File: src/hw/rtl/rdc_pkg.sv
package rdc_pkg;

	localparam int unsigned VALUE_W    = 32;
	localparam int unsigned RANGE_W    = 10;
	localparam int unsigned COUNT_W    = 11;
	localparam int unsigned CMD_W      = 2;
	localparam int unsigned IN_TDATA_W = 56;
	localparam int unsigned OUT_TDATA_W = 16;

	typedef enum logic [CMD_W-1:0] {
		CMD_CLEAR  = 2'd0,
		CMD_APPEND = 2'd1,
		CMD_QUERY  = 2'd2
	} cmd_t;

	// Control into the address walker.
	typedef struct packed {
		logic go;
		logic up;
		logic stop;
	} scan_ctl_t;

	// Status out of the address walker.
	typedef struct packed {
		logic rd_en;
		logic data_valid;
		logic data_last;
	} scan_sts_t;

endpackage

File: src/hw/rtl/rdc_scan.sv
module rdc_scan #(
	parameter int AW = 10
) (
	input  logic                clk,
	input  logic                arst_n,
	input  rdc_pkg::scan_ctl_t  ctl,
	input  logic [AW-1:0]       from,
	input  logic [AW-1:0]       to,
	output logic [AW-1:0]       rd_addr,
	output logic [AW-1:0]       data_addr,
	output rdc_pkg::scan_sts_t  sts
);

	logic          run_q;
	logic          pend_q;
	logic          up_q;
	logic          last_q;
	logic [AW-1:0] addr_q;
	logic [AW-1:0] to_q;
	logic [AW-1:0] paddr_q;

	always_ff @(posedge clk or negedge arst_n) begin
		if (!arst_n) begin
			run_q  <= 1'b0;
			pend_q <= 1'b0;
		end else if (ctl.go) begin
			run_q  <= 1'b1;
			pend_q <= 1'b0;
		end else if (ctl.stop) begin
			run_q  <= 1'b0;
			pend_q <= 1'b0;
		end else begin
			pend_q <= run_q;
			if (run_q && addr_q == to_q) begin
				run_q <= 1'b0;
			end
		end
	end

	always_ff @(posedge clk) begin
		if (ctl.go) begin
			addr_q <= from;
			to_q   <= to;
			up_q   <= ctl.up;
		end else begin
			paddr_q <= addr_q;
			last_q  <= (addr_q == to_q);
			if (run_q && addr_q != to_q) begin
				addr_q <= up_q ? addr_q + 1'b1 : addr_q - 1'b1;
			end
		end
	end

	assign rd_addr        = addr_q;
	assign data_addr      = paddr_q;
	assign sts.rd_en      = run_q;
	assign sts.data_valid = pend_q;
	assign sts.data_last  = last_q;

endmodule

File: config.mk
export PLATFORM = sky130hd
export DESIGN_NAME = rdc_scan
export DESIGN_NICKNAME = d
export VERILOG_FILES = /design/src/hw/rtl/rdc_pkg.sv /design/src/hw/rtl/rdc_scan.sv
export SDC_FILE = /design/constraint.sdc
export NUM_CORES = 1
export LEC_CHECK = 0
export BUFFER_PORTS_ARGS = -buffer_cell sky130_fd_sc_hd__clkbuf_2
export CORE_UTILIZATION = 40
export CTS_BUF_LIST = sky130_fd_sc_hd__clkbuf_16
export CTS_CLUSTER_DIAMETER = 120
export DETAILED_ROUTE_END_ITERATION = 8
export GPL_ROUTABILITY_DRIVEN = 0
export HOLD_SLACK_MARGIN = 0.06
export PLACE_DENSITY = 0.63
export REMOVE_ABC_BUFFERS = 1
export SKIP_CTS_REPAIR_TIMING = 1
export SLEW_MARGIN = 20
export SYNTH_ARGS = -nofsm -noshare
export SYNTH_HDL_FRONTEND = slang
export SYNTH_SLANG_ARGS = --single-unit
File: constraint.sdc
create_clock -name clk -period 2.2 [get_ports clk]
set_clock_uncertainty 0.1 [all_clocks]
set_input_delay 0.22 -clock clk [delete_from_list [all_inputs] [get_ports clk]]
set_output_delay 0.22 -clock clk [all_outputs]
set_load 0.02 [all_outputs]
# Word level (Yosys, flattened, before mapping)
# Cells that the tools add are included.
[totals]
register_bits = 34
inputBits = 25
elab_cells = 23
[op_classes]
n_reduce_logical = 4
n_eq_ne = 2
n_mux = 8
n_addsub = 2
[ops]
columns = ["cell", "count"]
rows = [
  ["10-bit two-way mux", 3],
  ["10-bit by 1-bit adder with 10-bit output (second input constant)", 1],
  ["10-bit == test", 1],
  ["10-bit inequality test", 1],
  ["10-bit by 1-bit subtractor with 10-bit output (second input constant)", 1],
  ["1-bit two-way mux", 5],
  ["3-bit nonzero test", 1],
  ["1-bit logical AND", 2],
  ["2-bit nonzero test", 1],
]

# Depth between registers and ports, before layout
# Gate-level depths: netlist (run 1).
[logic_depth]
depth_word = 5
mapped_depth = 6

# Least setup slack after synthesis (run 1)
# OpenSTA, ideal clock, no wires.
[synth_path]
kind = "flip-flop to flip-flop"
from = "reg addr_q[0], in the netlist rd_addr[0]"
to = "reg addr_q[6], in the netlist rd_addr[6], data pin"
arrival_ps = 1778
setup_slack_ps = 63
n_path_buf = 0
setup_ps = 259
stages_incl_launch_ff = 7
cell_sequence = "edfxtp_1 inv_1 fa_1 nor2b_1 o31a_1 o21ai_0 a211o_1"
[synth_between]
elab_chain_len = 4
[synth_rtl]
columns = ["item", "line", "rtl"]
rows = [
  ["start, declared", "rdc_scan.sv:18", "logic [AW-1:0] addr_q;"],
  ["start signal, assigned", "rdc_scan.sv:42", "addr_q <= from;"],
  ["start signal, assigned", "rdc_scan.sv:49", "addr_q <= up_q ? addr_q + 1'b1 : addr_q - 1'b1;"],
  ["10-bit by 1-bit subtractor with 10-bit output / 10-bit by 1-bit adder with 10-bit output (equally long branches)", "rdc_scan.sv:49", ""],
  ["10-bit two-way mux *", "rdc_scan.sv:49", ""],
  ["10-bit two-way mux *", "rdc_scan.sv:48", "if (run_q && addr_q != to_q) begin"],
  ["10-bit two-way mux *", "rdc_scan.sv:41", "if (ctl.go) begin"],
]
# Mark *: on every way between the ends. The rest lies on a longest branch, timed or not. The select of a mux whose other input is x is not followed.
# A chain may end at the register's enable or synchronous reset.

# Worst setup path in the final report (run 1)
[layout_path]
from = "reg up_q"
to = "reg addr_q[6], in the netlist rd_addr[6], data pin"
[layout_between]
elab_chain_len = 3
[layout_rtl]
columns = ["item", "line", "rtl"]
rows = [
  ["start, declared", "rdc_scan.sv:16", "logic up_q;"],
  ["start signal, assigned", "rdc_scan.sv:44", "up_q <= ctl.up;"],
  ["10-bit two-way mux", "rdc_scan.sv:49", ""],
  ["10-bit two-way mux", "rdc_scan.sv:48", ""],
  ["10-bit two-way mux", "rdc_scan.sv:41", ""],
]
# No other way between the ends. The select of a mux whose other input is x is not followed.

==> metrics.md, run 1 <==
| Metric | Value |
|---|---|
| Core area | 0.00414 mm² |
| Worst-Skew Late Latency | 0.28 ns |
| Die X | 68.7 µm |
| Peak VDD IR | 484 µV |
| CTS H-Tree Depth | 2 |
| Number of DRC markers in iteration 0 | 58 |
| Die span in y | 68.7 µm |
| CP peak stage delay | 0.41 ns |
| Worst Setup Path Type | register to register |
| Critical path data arrival time | 2.04 ns |
| Vias in the first global route | 1323 |
| Min Tclk post-route | 2.12 ns |
| Vias/cell | 5.32 |
| Count of final hold-check violations | 0 |
| Antenna violations before repair | 0 |
| Critical-path cell list | inv_2 > buf_4 > ha_1 > o21a_1 > o31a_1 > o211a_1 > a211o_1 |
| Fillers | 359 |
| Full die area | 0.00473 mm² |
| Routed len/inst | 15.8 µm |
| HP Class | input pin to register |
| Pin count of the biggest net entering global routing | 14 |
| CTS Buf Count | 5 |
| Slew headroom | 67.8% |
| Final HPWL from detailed placement | 3070 µm |
| Setup TNS | 0 ns |
| Crit end category | register |
| Final setup fails | 0 |
| FFs w/ async S/R, synth | 5.88% |
| Max-slew violations | 0 |
| Top cells by area, synth | edfxtp_1 54%, ha_1 5.6%, xor2_1 4.4% |
| Final WL | 4140 µm |
| Post-synth EDFFs | 32 |
| Max Clk Rate | 472 MHz |
| Share of cells above drive strength 1 | 36.8% |
| Leak | 1.02 nW |
| Worst Tran Pin Value | 0.483 ns |
| First drt pass iteration count | 4 |
| Max cap viols | 0 |
| Critical-path top delay cell | edfxtp_1 |
| Fin crit share | 96.2% |
| RSZ-0062 raised after global routing | false |
| Mapped cell area | 0.00178 mm² |
| Port buffer count | 47 |
| Cell area power density | 987 mW/mm² |
| Drt drc | 0 |
| CTS root buf | clkbuf_16 |
| Total gr overflow | 0 |
| Effective utilization at floorplan | 43.0% |
| Tot GR Track Use | 19.9% |
| Top cell type's share of synthesized area | 53.9% |
| Number of I/O pins | 48 |
| Post-Syn Instances | 142 |
| Sequential area share after synthesis | 56.7% |
| Main synth FF type | edfxtp_1 |
| CTS Sinks | 34 |
| Most common cell in the synthesized netlist | edfxtp_1 |
| DRT antenna net count | 0 |
| Synth cell types | 42 |
| Clock-pin slew on the worst setup and hold paths | 0.05 ns |
| Synthesized flop and latch total | 34 |
| Post-synth top cells | 32 x edfxtp_1, 10 x nand2_1, 9 x nor2_1, 9 x o21ai_0, 9 x xor2_1 |
| Core Rows | 23 |
| Clock tree buffer depth | 2 |
| First-pass GRT wire length | 6510 µm |
| Util after Layout | 57.9% |
| Nets | 245 |
| Required time of the worst setup path | 2.13 ns |
| Via count | 1393 |
| Yosys warns | 0 |
| Diode count | 0 |
| Mapped Avg Cell Area | 12.5 µm² |
| Post-synth top area cell | edfxtp_1 |
| Status | completed |
| Critical path startpoint category | register |
| Worst-path fanout max | 5 |
| P&R area growth vs syn | 34.6% |
| TritonCTS clock tree | done |
[per-layer routing]
| layer | up-vias | wire, µm | GRT usage [%] |
|---|---|---|---|
| met3 | 6 | 196 | 4.93 |
| met1 | 685 | 1770 | 25.1 |
| met4 | 0 | 67 | 7.65 |
| li1 | 672 | - | - |
| met5 | - | 0 | 0 |
| met2 | 30 | 2100 | 32.6 |
[cells in the final DEF, fill, tap and decap left out, types with 2 or more instances in the layout]
cell type       n
clkbuf_2       47
edfxtp_1       32
dlygate4sd3_1  12
nand2_1        10
nor2_1          9
xor2_1          9
buf_4           9
o21ai_0         8
inv_1           7
a21oi_1         5
ha_1            5
clkbuf_16       5
a211oi_1        4
nand4_1         3
xnor2_1         3
o21a_1          2
clkinv_1        2
o21ai_1         2
a2111oi_2       2
nor3_1          2
nor3b_1         2
a21o_1          2
nor4_1          2
ha_2            2
dfrtp_1         2
[stage by stage]
stage / hold slack (ns) / setup WS (ns) / total power, mW / cells / cell area, µm²
floorplan: -0.176 / 0.0634 / 1.42 / 136 / 1750
global placement: -0.0949 / 0.109 / 1.65 / 241 / 2100
detailed placement: -0.0858 / 0.0648 / 1.66 / 241 / 2100
CTS: -0.382 / 0.0372 / 2.34 / 249 / 2250
global route: 0.149 / 0.0000229 / 2.51 / 262 / 2400
finish: 0.128 / 0.0825 / 2.37 / 262 / 2400
[power breakdown]
group          total [mW]  switching [mW]  internal, mW
logic               0.785           0.454         0.331
registers           0.913          0.0757         0.837
clock network       0.670           0.257         0.412
[logic make-up (layout without fill, tap and decap cells)]
logic type	count (synthesis)	in the layout	synth area share, %
fa+ha+maj	9	9	6.74
compound gates	38	38	16.8
buf+inv	15	85	3.86
simple gates	34	34	9.97
xor+xnor	12	12	5.90
flops	34	34	56.7
[worst paths after layout]
kind / from / end / slack (ns) / cells past startpoint
worst min register to register: rd_addr[6]$_DFFE_PP_ / data_addr[6]$_DFFE_PN_ / 0.44 / 0
worst min-delay path: from[0] / rd_addr[0]$_DFFE_PP_ / 0.13 / 3
worst max-delay path: up_q$_DFFE_PP_ / rd_addr[6]$_DFFE_PP_ / 0.08 / 7
worst max register to register: up_q$_DFFE_PP_ / rd_addr[6]$_DFFE_PP_ / 0.08 / 7
min in group asynchronous: arst_n / pend_q$_DFF_PN0_ / 0.16 / 2
max in group asynchronous: arst_n / run_q$_DFFE_PN0P_ / 1.74 / 2
[worst max-delay path: cells and delay by family, from the launching register on]
family,cells,cell delay (ns)
flops,1,0.41
fa+ha+maj,1,0.25
buf+inv,2,0.27
compound gates,4,0.84
[final cells by class]
cell class,instances,area [µm²],area share [%]
clock buffer,5,125,5.22
clock inverter,3,16.3,0.678
inverter,9,33.8,1.41
multi-input combinational,93,727,30.3
sequential,34,1010,42.1
tap,50,62.6,2.61
timing repair buffer,68,423,17.6
[state kept, by name (all words and copies together), names as in the netlist]
name,count
up_q,1
data_addr,10
pend_q,1
run_q,1
to_q,10
rd_addr,10
last_q,1
Note: power is estimated with default switching activity, not from simulation.
==> run 2, diff against run 1 <==
--- a/config.mk
+++ b/config.mk
@@ -13,7 +13,6 @@
 export GPL_ROUTABILITY_DRIVEN = 0
 export HOLD_SLACK_MARGIN = 0.06
 export PLACE_DENSITY = 0.63
-export REMOVE_ABC_BUFFERS = 1
 export SKIP_CTS_REPAIR_TIMING = 1
 export SLEW_MARGIN = 20
 export SYNTH_ARGS = -nofsm -noshare
==> metrics.md, run 2 (synthesis results as in run 1) <==
| Metric | Value |
|---|---|
| Worst-path fanout max | 6 (+1) |
| Reg area | 0.00101 mm² (unchanged) |
| Critical path data arrival time | 2.08 ns (+0.04 ns) |
| Final WL | 4070 µm (-1.7%) |
| RSZ-0062 raised after global routing | true |
| Syn_nets | 176 |
| DRT antenna net count | 0 (unchanged) |
| Count of final hold-check violations | 0 (unchanged) |
| Clock-pin slew on the worst setup and hold paths | 0.05 ns (about the same) |
| Via count | 1383 (-0.72%) |
| Most frequent cells in the layout | 47 x clkbuf_2, 32 x edfxtp_1, 12 x dlygate4sd3_1, 10 x nand2_1, 10 x buf_4 |
| Worst Setup Path Type | register to register |
| Routed len/inst | 15.5 µm (-2.1%) |
| Tot GR Track Use | 20.0% (+0.15 points) |
| Status | completed |
| CTS H-Tree Depth | 2 (unchanged) |
| Crit end category | register |
| HP Class | input pin to register |
| Worst-Skew Late Latency | 0.28 ns (about the same) |
| Fin crit share | 97.7% (+1.5 points) |
| Core Rows | 23 (unchanged) |
| Total gr overflow | 0 (unchanged) |
| Max Clk Rate | 465 MHz (-1.5%) |
| Vias/cell | 5.26 (-1.1%) |
| Cell area power density | 1020 mW/mm² (+3.7%) |
| Max-slew violations | 0 (unchanged) |
| Die X | 68.7 µm (unchanged) |
| Min Tclk post-route | 2.15 ns (+0.0327 ns) |
| Commonest non-fill, non-tap cell in the layout | clkbuf_2 |
| CTS Sinks | 34 (unchanged) |
| Area after DPL | 0.00210 mm² (unchanged) |
| Diode count | 0 (unchanged) |
| Slew headroom | 68.7% (+0.85 points) |
| Critical path startpoint category | register |
| Effective utilization at floorplan | 43.0% (unchanged) |
| Worst Tran Pin Value | 0.470 ns (-0.0127 ns) |
| R2R setup slack | 0.05 ns (-0.03 ns) |
| Pin count of the biggest net entering global routing | 28 (+14) |
| P&R area growth vs syn | 35.7% |
| Nets | 246 (+0.41%) |
| Share of cells above drive strength 1 | 35.2% (-1.6 points) |
| Area occupied by multi-input gates | 718 µm² (-1.2%) |
| Post-Layout Inst Area | 0.00242 mm² (+0.83%) |
| Max cap viols | 0 (unchanged) |
| Peak VDD IR | 666 µV (+38%) |
| Leak | 1.04 nW (+2.2%) |
| CTS root buf | clkbuf_16 |
| Final setup fails | 0 (unchanged) |
| Final HPWL from detailed placement | 3050 µm (-0.64%) |
| Total power | 2.48 mW (+4.5%) |
| Vias in the first global route | 1331 (+0.60%) |
| Hold Slack | 0.122 ns (-0.00578 ns) |
| Antenna violations before repair | 0 (unchanged) |
| Number of I/O pins | 48 (unchanged) |
| Drt drc | 0 (unchanged) |
| Full die area | 0.00473 mm² (unchanged) |
| Required time of the worst setup path | 2.13 ns (about the same) |
| TritonCTS clock tree | done |
| First drt pass iteration count | 4 (unchanged) |
| Fillers | 361 (+0.56%) |
| Number of DRC markers in iteration 0 | 48 (-17%) |
| Die span in y | 68.7 µm (unchanged) |
| Port buffer count | 47 (unchanged) |
| Clock tree buffer depth | 2 (unchanged) |
| CTS Buf Count | 5 (unchanged) |
| First-pass GRT wire length | 6490 µm (-0.31%) |
| Core area | 0.00414 mm² (unchanged) |
run 2: per-layer routing:
metal | wire [µm] | up-vias | track usage, % | part of all wire, %
met4 | 68 | 0 | 8.42 | 1.7
met1 | 1710 | 660 | 22.5 | 42
met3 | 200 | 6 | 5.26 | 4.9
met5 | 0 | - | 0 | 0
li1 | - | 672 | - | -
met2 | 2090 | 45 | 35.5 | 51
run 2: cell type report:
cell class	count	area share (%)
Tap cell	50	2.59
Multi-Input combinational cell	93	29.7
Clock inverter	3	1.55
Sequential cell	34	41.8
Clock buffer	5	5.17
Inverter	9	1.40
Timing Repair Buffer	69	17.8
run 2: critical path, cell delays in order (launching register included):
cell	delay (ns)
edfxtp_1	0.41
inv_2	0.15
ha_4	0.23
nor2b_1	0.14
o31a_1	0.37
o211a_1	0.24
a211o_1	0.26
run 2: path summary, 6_finish.rpt:
kind	start	end	cells past startpoint
min	from[1]	rd_addr[1]$_DFFE_PP_	3
max	up_q$_DFFE_PP_	rd_addr[6]$_DFFE_PP_	6
max in group asynchronous	arst_n	pend_q$_DFF_PN0_	2
max reg2reg	up_q$_DFFE_PP_	rd_addr[6]$_DFFE_PP_	6
min in group asynchronous	arst_n	run_q$_DFFE_PN0P_	2
min reg2reg	rd_addr[7]$_DFFE_PP_	data_addr[7]$_DFFE_PN_	0
run 2: stage by stage:
stage	setup TNS [ns]	setup slack, ns	instances	util [%]
final	0	0.0499	263	58.4
after global routing	-0.0192	-0.0151	263	58.4
after CTS	-0.00829	-0.00829	249	54.7
after detailed placement	0	0.00340	241	50.8
after global placement	0	0.107	241	50.8
after floorplan	0	0.0634	142	-
run 2: power breakdown:
group | internal, mW | switching (mW)
Clock | 0.525 | 0.247
Sequential | 0.838 | 0.0757
Combinational | 0.333 | 0.457
Total | 1.70 | 0.779
==> run 3, diff against run 2 <==
--- a/config.mk
+++ b/config.mk
@@ -12,7 +12,7 @@
 export DETAILED_ROUTE_END_ITERATION = 8
 export GPL_ROUTABILITY_DRIVEN = 0
 export HOLD_SLACK_MARGIN = 0.06
-export PLACE_DENSITY = 0.63
+export PLACE_DENSITY = 0.61
 export SKIP_CTS_REPAIR_TIMING = 1
 export SLEW_MARGIN = 20
 export SYNTH_ARGS = -nofsm -noshare
==> constraint.sdc (replaced) <==
create_clock -name clk -period 2.5 [get_ports clk]
set_clock_uncertainty 0.1 [all_clocks]
set_input_delay 0.25 -clock clk [delete_from_list [all_inputs] [get_ports clk]]
set_output_delay 0.25 -clock clk [all_outputs]
set_load 0.02 [all_outputs]
==> metrics.md, run 3 (synthesis results as in run 1) <==
| Metric | Value |
|---|---|
| Worst-Skew Late Latency | 0.28 ns (about the same) |
| Cell area power density | 882 mW/mm² (-14%) |
| Min Tclk post-route | 2.31 ns (+0.160 ns) |
| Crit end category | register |
| Max-slew violations | 0 (unchanged) |
| Critical-path top delay cell | edfxtp_1 |
| Slew headroom | 69.5% (+0.82 points) |
| DRT antenna net count | 0 (unchanged) |
| Status | completed |
| Required time of the worst setup path | 2.43 ns (+0.30 ns) |
| Worst-path fanout max | 8 (+2) |
| Die span in y | 68.7 µm (unchanged) |
| Vias in the first global route | 1348 (+1.3%) |
| Core area | 0.00414 mm² (unchanged) |
| Routed len/inst | 15.6 µm (+0.87%) |
| Total power | 2.03 mW (-18%) |
| Total gr overflow | 0 (unchanged) |
| Reg area | 0.00101 mm² (unchanged) |
| CP peak stage delay | 0.43 ns (+0.02 ns) |
| Commonest non-fill, non-tap cell in the layout | clkbuf_2 |
| Setup TNS | 0 ns (unchanged) |
| Pin count of the biggest net entering global routing | 16 (-43%) |
| Final setup fails | 0 (unchanged) |
| Die X | 68.7 µm (unchanged) |
| Most frequent cells in the layout | 47 x clkbuf_2, 32 x edfxtp_1, 10 x nand2_1 |
| Number of DRC markers in iteration 0 | 80 (+67%) |
| Clock-pin slew on the worst setup and hold paths | 0.05 ns (about the same) |
| CTS Buf Count | 5 (unchanged) |
| Full die area | 0.00473 mm² (unchanged) |
| Share of cells above drive strength 1 | 32.8% (-2.4 points) |
| Core Rows | 23 (unchanged) |
| Clock tree buffer depth | 2 (unchanged) |
| RSZ-0062 raised after global routing | false |
| Max cap viols | 0 (unchanged) |
| Final WL | 3960 µm (-2.6%) |
| Critical path startpoint category | register |
| CP Buf/Inv Count | 1 (unchanged) |
| Port buffer count | 47 (unchanged) |
| Area occupied by multi-input gates | 702 µm² (-2.3%) |
| First-pass GRT wire length | 6200 µm (-4.4%) |
| Fillers | 371 (+2.8%) |
| Worst Tran Pin Value | 0.458 ns (-0.0123 ns) |
| CTS H-Tree Depth | 2 (unchanged) |
| Critical path data arrival time | 2.24 ns (+0.16 ns) |
| TritonCTS clock tree | done |
| Max Clk Rate | 433 MHz (-6.9%) |
| Leak | 0.984 nW (-5.4%) |
| Peak VDD IR | 400 µV (-40%) |
| CTS root buf | clkbuf_16 |
| HP Class | input pin to register |
| Syn_nets | 176 (unchanged) |
| Tot GR Track Use | 18.9% (-1.1 points) |
| Antenna violations before repair | 0 (unchanged) |
| Nets | 237 (-3.7%) |
| Number of I/O pins | 48 (unchanged) |
| Crit path max-delay family | compound AO/OA/AOI/OAI gates |
| Worst Setup Path Type | register to register |
| Fin crit share | 92.4% (-5.3 points) |
| CTS Sinks | 34 (unchanged) |
| Diode count | 0 (unchanged) |
| Final HPWL from detailed placement | 2850 µm (-6.4%) |
| Critical-path cell list | inv_1 > ha_1 > nor2b_1 > o31a_1 > o211a_1 > a211o_1 |
| Via count | 1350 (-2.4%) |
| First drt pass iteration count | 4 (unchanged) |
| Vias/cell | 5.31 (+1.1%) |
| Count of final hold-check violations | 0 (unchanged) |
| P&R area growth vs syn | 29.4% |
| Drt drc | 0 (unchanged) |
| Effective utilization at floorplan | 43.0% (unchanged) |
run 3: cell type report:
cell class	count	area share, %
multi-input combinational	93	30.4
tap	50	2.71
clock inverter	3	0.705
inverter	9	1.47
timing repair buffer	60	15.4
clock buffer	5	5.43
sequential	34	43.8
run 3: worst paths after layout:
kind / from / endpoint / slack, ns / cells past startpoint
max reg2reg: up_q$_DFFE_PP_ / rd_addr[6]$_DFFE_PP_ / 0.19 / 6
min: to[1] / to_q[1]$_DFFE_PP_ / 0.06 / 1
max: up_q$_DFFE_PP_ / rd_addr[6]$_DFFE_PP_ / 0.19 / 6
min in group asynchronous: arst_n / run_q$_DFFE_PN0P_ / 0.19 / 2
max in group asynchronous: arst_n / pend_q$_DFF_PN0_ / 2.01 / 2
min reg2reg: rd_addr[4]$_DFFE_PP_ / data_addr[4]$_DFFE_PN_ / 0.46 / 0
run 3: layer usage:
| layer | wire, µm | global-route usage (%) | up-vias |
|---|---|---|---|
| met3 | 259 | 5.59 | 5 |
| met1 | 1670 | 21.8 | 643 |
| met5 | 0 | 0 | - |
| li1 | - | - | 654 |
| met4 | 51 | 6.38 | 0 |
| met2 | 1980 | 33.2 | 48 |
run 3: worst reg2reg max path: stages (launching register included):
cell and delay [ns]:
edfxtp_1 0.43, inv_1 0.25, ha_1 0.33, nor2b_1 0.16, o31a_1 0.31, o211a_1 0.24, a211o_1 0.26
run 3: per-stage QoR:
step	cells	area (µm²)	util, %	hold slack, ns	setup WS [ns]
global route	254	2310	55.6	0.0609	0.0934
finish	254	2310	55.6	0.0562	0.190
detailed placement	237	2070	50.1	-0.0616	0.234
CTS	245	2220	53.5	-0.359	0.212
floorplan	142	1780	-	-0.146	0.363
global placement	237	2070	50.1	-0.0638	0.293
run 3: power breakdown:
part	total (mW)	internal (mW)	switching (mW)
logic	0.631	0.258	0.373
clock network	0.586	0.363	0.224
registers	0.817	0.737	0.0799
